## src/rtl/ippf_pkg.sv

```systemverilog
package ippf_pkg;

  // Result status codes
  localparam logic [1:0] ST_OK         = 2'd0;
  localparam logic [1:0] ST_BAD_PREFIX = 2'd1;
  localparam logic [1:0] ST_FULL       = 2'd2;

  // Request codes
  localparam logic REQ_ADD   = 1'b0;
  localparam logic REQ_CHECK = 1'b1;

  // Longest legal prefix per family
  localparam logic [7:0] PLEN_V4_MAX = 8'd32;
  localparam logic [7:0] PLEN_V6_MAX = 8'd128;

  // One stored rule (address already masked to its prefix)
  typedef struct packed {
    logic        sock_type;
    logic        is_ipv6;
    logic [7:0]  prefix_len;
    logic [63:0] addr_hi;
    logic [63:0] addr_lo;
    logic [15:0] port;
  } rule_t;

  typedef enum logic [1:0] {
    S_IDLE,
    S_EXEC,
    S_SCAN,
    S_DONE
  } state_t;

  // Controller to datapath
  typedef struct packed {
    logic load_item;
    logic add_commit;
    logic scan_clear;
    logic scan_step;
    logic load_out;
  } cmd_t;

  // Datapath to controller
  typedef struct packed {
    logic is_check;
    logic scan_done;
  } stat_t;

  // 128-bit prefix mask {hi, lo}; IPv4 mask sits in bits 31:0.
  // Prefix is assumed in range for its family.
  function automatic logic [127:0] make_mask(input logic v6, input logic [7:0] plen);
    logic [127:0] m;
    logic [31:0]  m4;
    m  = ~({128{1'b1}} >> plen);
    m4 = ~(32'hFFFF_FFFF >> plen);
    if (v6) begin
      return m;
    end else begin
      return {96'd0, m4};
    end
  endfunction

endpackage

```

## src/rtl/ippf_ctrl.sv

```systemverilog
module ippf_ctrl import ippf_pkg::*; (
  input  logic  clk,
  input  logic  rst,
  input  logic  in_valid,
  output logic  in_ready,
  output logic  out_valid,
  input  logic  out_ready,
  input  stat_t stat,
  output cmd_t  cmd
);

  state_t state, state_next;

  always_ff @(posedge clk) begin
    if (rst) begin
      state <= S_IDLE;
    end else begin
      state <= state_next;
    end
  end

  // Output slot is free when empty or being drained this cycle
  logic slot_free;
  assign slot_free = !out_valid || out_ready;

  // Next state
  always_comb begin
    state_next = state;
    case (state)
      S_IDLE: if (in_valid) state_next = S_EXEC;
      S_EXEC: state_next = stat.is_check ? S_SCAN : S_DONE;
      S_SCAN: if (stat.scan_done) state_next = S_DONE;
      S_DONE: if (slot_free) state_next = S_IDLE;
      default: state_next = S_IDLE;
    endcase
  end

  // Commands
  always_comb begin
    cmd      = '0;
    in_ready = 1'b0;
    case (state)
      S_IDLE: begin
        in_ready      = 1'b1;
        cmd.load_item = in_valid;
      end
      S_EXEC: begin
        cmd.scan_clear = stat.is_check;
        cmd.add_commit = !stat.is_check;
      end
      S_SCAN: cmd.scan_step = 1'b1;
      S_DONE: cmd.load_out = slot_free;
      default: ;
    endcase
  end

  // Result register occupancy
  always_ff @(posedge clk) begin
    if (rst) begin
      out_valid <= 1'b0;
    end else if (cmd.load_out) begin
      out_valid <= 1'b1;
    end else if (out_ready) begin
      out_valid <= 1'b0;
    end
  end

endmodule

```

## config.mk

```make
export PLATFORM = sky130hd
export DESIGN_NAME = ippf_ctrl
export DESIGN_NICKNAME = d
export VERILOG_FILES = /design/src/rtl/ippf_pkg.sv /design/src/rtl/ippf_ctrl.sv
export SDC_FILE = /design/constraint.sdc
export NUM_CORES = 1
export LEC_CHECK = 0
export ABC_CLOCK_PERIOD_IN_PS = 2000
export BUFFER_PORTS_ARGS = -buffer_cell sky130_fd_sc_hd__buf_2
export CAP_MARGIN = 20
export CORE_AREA = 2 2 39 41
export CTS_BUF_LIST = sky130_fd_sc_hd__clkbuf_4
export DETAILED_ROUTE_END_ITERATION = 10
export DIE_AREA = 0 0 41 43
export GPL_ROUTABILITY_DRIVEN = 0
export GPL_TIMING_DRIVEN = 1
export PLACE_DENSITY = 0.52
export SKIP_LAST_GASP = 1
export SLEW_MARGIN = 10
export SYNTH_ARGS = -nofsm -noshare
export SYNTH_HDL_FRONTEND = slang
export SYNTH_SLANG_ARGS = --single-unit
```

## constraint.sdc

```tcl
create_clock -name clk -period 2 [get_ports clk]
set_clock_uncertainty 0.15 [all_clocks]
set_input_delay 0.4 -clock clk [delete_from_list [all_inputs] [get_ports clk]]
set_output_delay 0.4 -clock clk [all_outputs]
set_load 0.01 [all_outputs]
```

Word-level counts from Yosys, hierarchy flattened
Index checks and enable logic that the tools add are counted.
- muxes and demuxes: 12
- reductions and logical operators: 6
- eq/ne operators: 6
- operator list (kind ; count):
    $mux 2 ; 4
    $pmux 2 s4 ; 1
    $mux 1 ; 7
    $ne 2x2->1 const B ; 3
    $eq 2x2->1 const B ; 2
    $reduce_and 3->1 ; 1
    $eq 2x1->1 const B ; 1
    $logic_not 1->1 ; 2
    $logic_not 2->1 ; 1
    $reduce_bool 2->1 ; 1
    $logic_or 1x1->1 ; 1
- input port bits: 6
- output and inout bits: 7
- bits in registers: 3
- word-level logic and storage cells: 26

Logic depth before layout (Yosys ltp)
- depth in word-level cells: 4
- depth in mapped cells: 5
- gate-level depth less buffers: 5

Worst setup path before layout
OpenSTA, ideal clock, no wires.
- kind: reg-to-output
- from: reg state[0]
- to: out cmd[4] (netlist name)
- buffers on the path: 0
- arrival: 0.921 ns
- path slack: 0.529 ns
- stages on the path, launching flop included: 4
- required time: 1.450 ns
- cells stage by stage: dfxtp_1 -> inv_1 -> ha_1 -> and2_1
- RTL lines (element ; line ; RTL):
    start: declaration ; ippf_ctrl.sv:12 ; state_t state, state_next;
    start signal: assignment ; ippf_ctrl.sv:18 ; state <= state_next;
    end: declaration ; ippf_ctrl.sv:9 ; output cmd_t cmd

==> reports/results.tsv <==
metric	value	unit
status	finished clean	
first-pass GRT wire length	793	um
Setup Crit Path Kind	reg -> out	
area grow syn2layout	42.3	%
Tightest Hold Check Type	in -> reg	
via count	235	
Post-CTS Resized	0	
Die Ht	43	um
leakage power	0.210	nW
Final #Nets	54	
switching share of total power	38.9	%
largest net degree at the start of global routing	6	
Vias/cell	3.98	
Die Width	41	um
hold bufs inserted after CTS	0	
Final min period	1.80	ns
1st-iter DRT viols	1	
worst hold start	rst	
Clock Pin Slew Worst Setup and Hold Paths	0.03	ns
post-synth top area cell	dfxtp_1	
syn nets	37	
Remaining DRCs	0	
Yosys warnings	0	
gr ovfl total	0	
worst vdd ir	0.376	mV
crit-path max cell delay	0.38	ns
CP Buf/Inv Count	2	
worst setup margin	0.199	ns
Data arrival, critical path	1.25	ns
final setup fails	0	
Max Fclk	555	MHz
wire per inst	7.58	um
antenna violation net count after detailed routing	0	
TNS Setup	0	ns
Combinational Power Share	55.2	%
Seq/Total Area, Yosys	23.1	%
PortBufs	12	
Placeable Area	1380	sq um
Slowest-stage cell, CP	dfxtp_1	
CTS tree	built	
pre-CTS WS	0.423	ns
Critical Path Start Type	register	
routed wire length	447	um
most common cell after layout, fill and taps aside	buf_2	
max cap viols	0	
vias in the first global route	218	
DIE AREA	1760	sq um
unrepaired setup endpoints after global routing	no	
worst reg2reg startpoint	state[0]	
share of cells above drive strength 1	48.8	%
Final Cycle Share	90.0	%
Ant. Diodes	0	
worst slew pin tran	0.183	ns
power share of the clock group	23.0	%
count of unique library cells instantiated by Yosys	17	
Critical path origin	state[0]	
most frequent cells in the layout	buf_2 (12), ha_1 (4), clkbuf_4 (4)	
root buf cell	clkbuf_4	
Post-CTS Setup Bufs	0	
Internal	0.000305	W
Slew HR	87.8	%
Final Hold Vio Count	0	
Cell Pwr Density	1350	nW/um^2
Slew Viols, Final	0	
Setup crit end kind	primary output	
dominant cells by area after synthesis	dfxtp_1 (23%), ha_1 (19%), nand3b_4 (7.7%)	
Synth top area share	23.1	%
Initial DRT Pass Iterations	4	
Overall Global Routing Usage	6.91	%
CTS sink count	3	
critical path data required time	1.45	ns
Worst-Skew Late Latency	0.22	ns
io pins	13	
Synth Register Bits	3	
H-tree levels	1	
CP delay by family, top	flip-flops	
Post-Syn Area	260	sq um
DP HPWL	394	um
Syn Inst Count	27	
initial antenna violation count	0	
Inserted Clock Buffers	3	
post-synthesis average cell area	9.64	sq um
CP Cell Sequence	inv_1 > ha_1 > and2_1 > buf_2	
floorplan row count	14	
sequential group share of total power	21.8	%
switching power	0.000194	W
Starting Density	18.8	%
crit path max fanout	5	
clk buf depth	2	
final core utilization	26.8	%
flip-flops by register name, indices dropped and copies added, names as in the netlist:
| register | flops |
|---|---|
| out_valid | 1 |
| state | 2 |
cells in the mapped netlist, drive strengths merged:
master	n
and3	1
nand3b	1
nor2b	3
dfxtp	3
ha	4
nand4	1
a311oi	1
inv	2
nand2	1
and2	2
a31o	1
nor2	2
nand2b	2
a21oi	2
a31oi	1
through the flow:
| step | cells | cell area [sq um] | total power (W) | hold slack [ns] |
|---|---|---|---|---|
| floorplan | 27 | 260 | 0.000316 | 0.318 |
| global placement | 55 | 340 | 0.000394 | 0.408 |
| detailed placement | 55 | 340 | 0.000392 | 0.408 |
| CTS | 59 | 370 | 0.000512 | 0.228 |
| global route | 59 | 370 | 0.000558 | 0.213 |
| finish | 59 | 370 | 0.000500 | 0.229 |
final timing paths:
path | endpoint | slack [ns] | cells after the start
hold / removal | state[0] | 0.23 | 2
setup / recovery | cmd[4] | 0.20 | 4
hold reg to reg | state[0] | 0.40 | 2
setup reg to reg | state[0] | 0.60 | 5
layout make-up:
cell class	count	area, sq um
tap	16	20.0
clock buffer	4	30.0
multi-input combinational	22	193
inverter	2	7.51
fill	158	1010
sequential	3	60.1
timing repair buffer	12	60.1
power by group through the flow:
stage / Sequential, W / Combinational, W / Clock [W]
final: 0.000109 / 0.000276 / 0.000115
after global routing: 0.000116 / 0.000308 / 0.000133
after floorplan: 0.000107 / 0.000209 / 0
after CTS: 0.000110 / 0.000283 / 0.000120
after detailed placement: 0.000111 / 0.000281 / 0
after global placement: 0.000111 / 0.000283 / 0
layer usage:
layer / vias to the layer above / GRT usage (%) / wire [um]
met5: - / 0 / 0
met4: 0 / 6.00 / 0
met3: 0 / 3.14 / 24
met2: 7 / 9.69 / 232
met1: 102 / 7.35 / 191
li1: 126 / - / -
kinds of logic (layout without fill, tap and decap cells):
logic type | count (synthesis) | in the layout | synth area share, %
buf+inv | 2 | 18 | 2.89
flops | 3 | 3 | 23.1
simple gates | 13 | 13 | 39.4
fa+ha+maj | 4 | 4 | 19.2
compound gates | 5 | 5 | 15.4
Note: power is estimated with default switching activity, not from simulation.
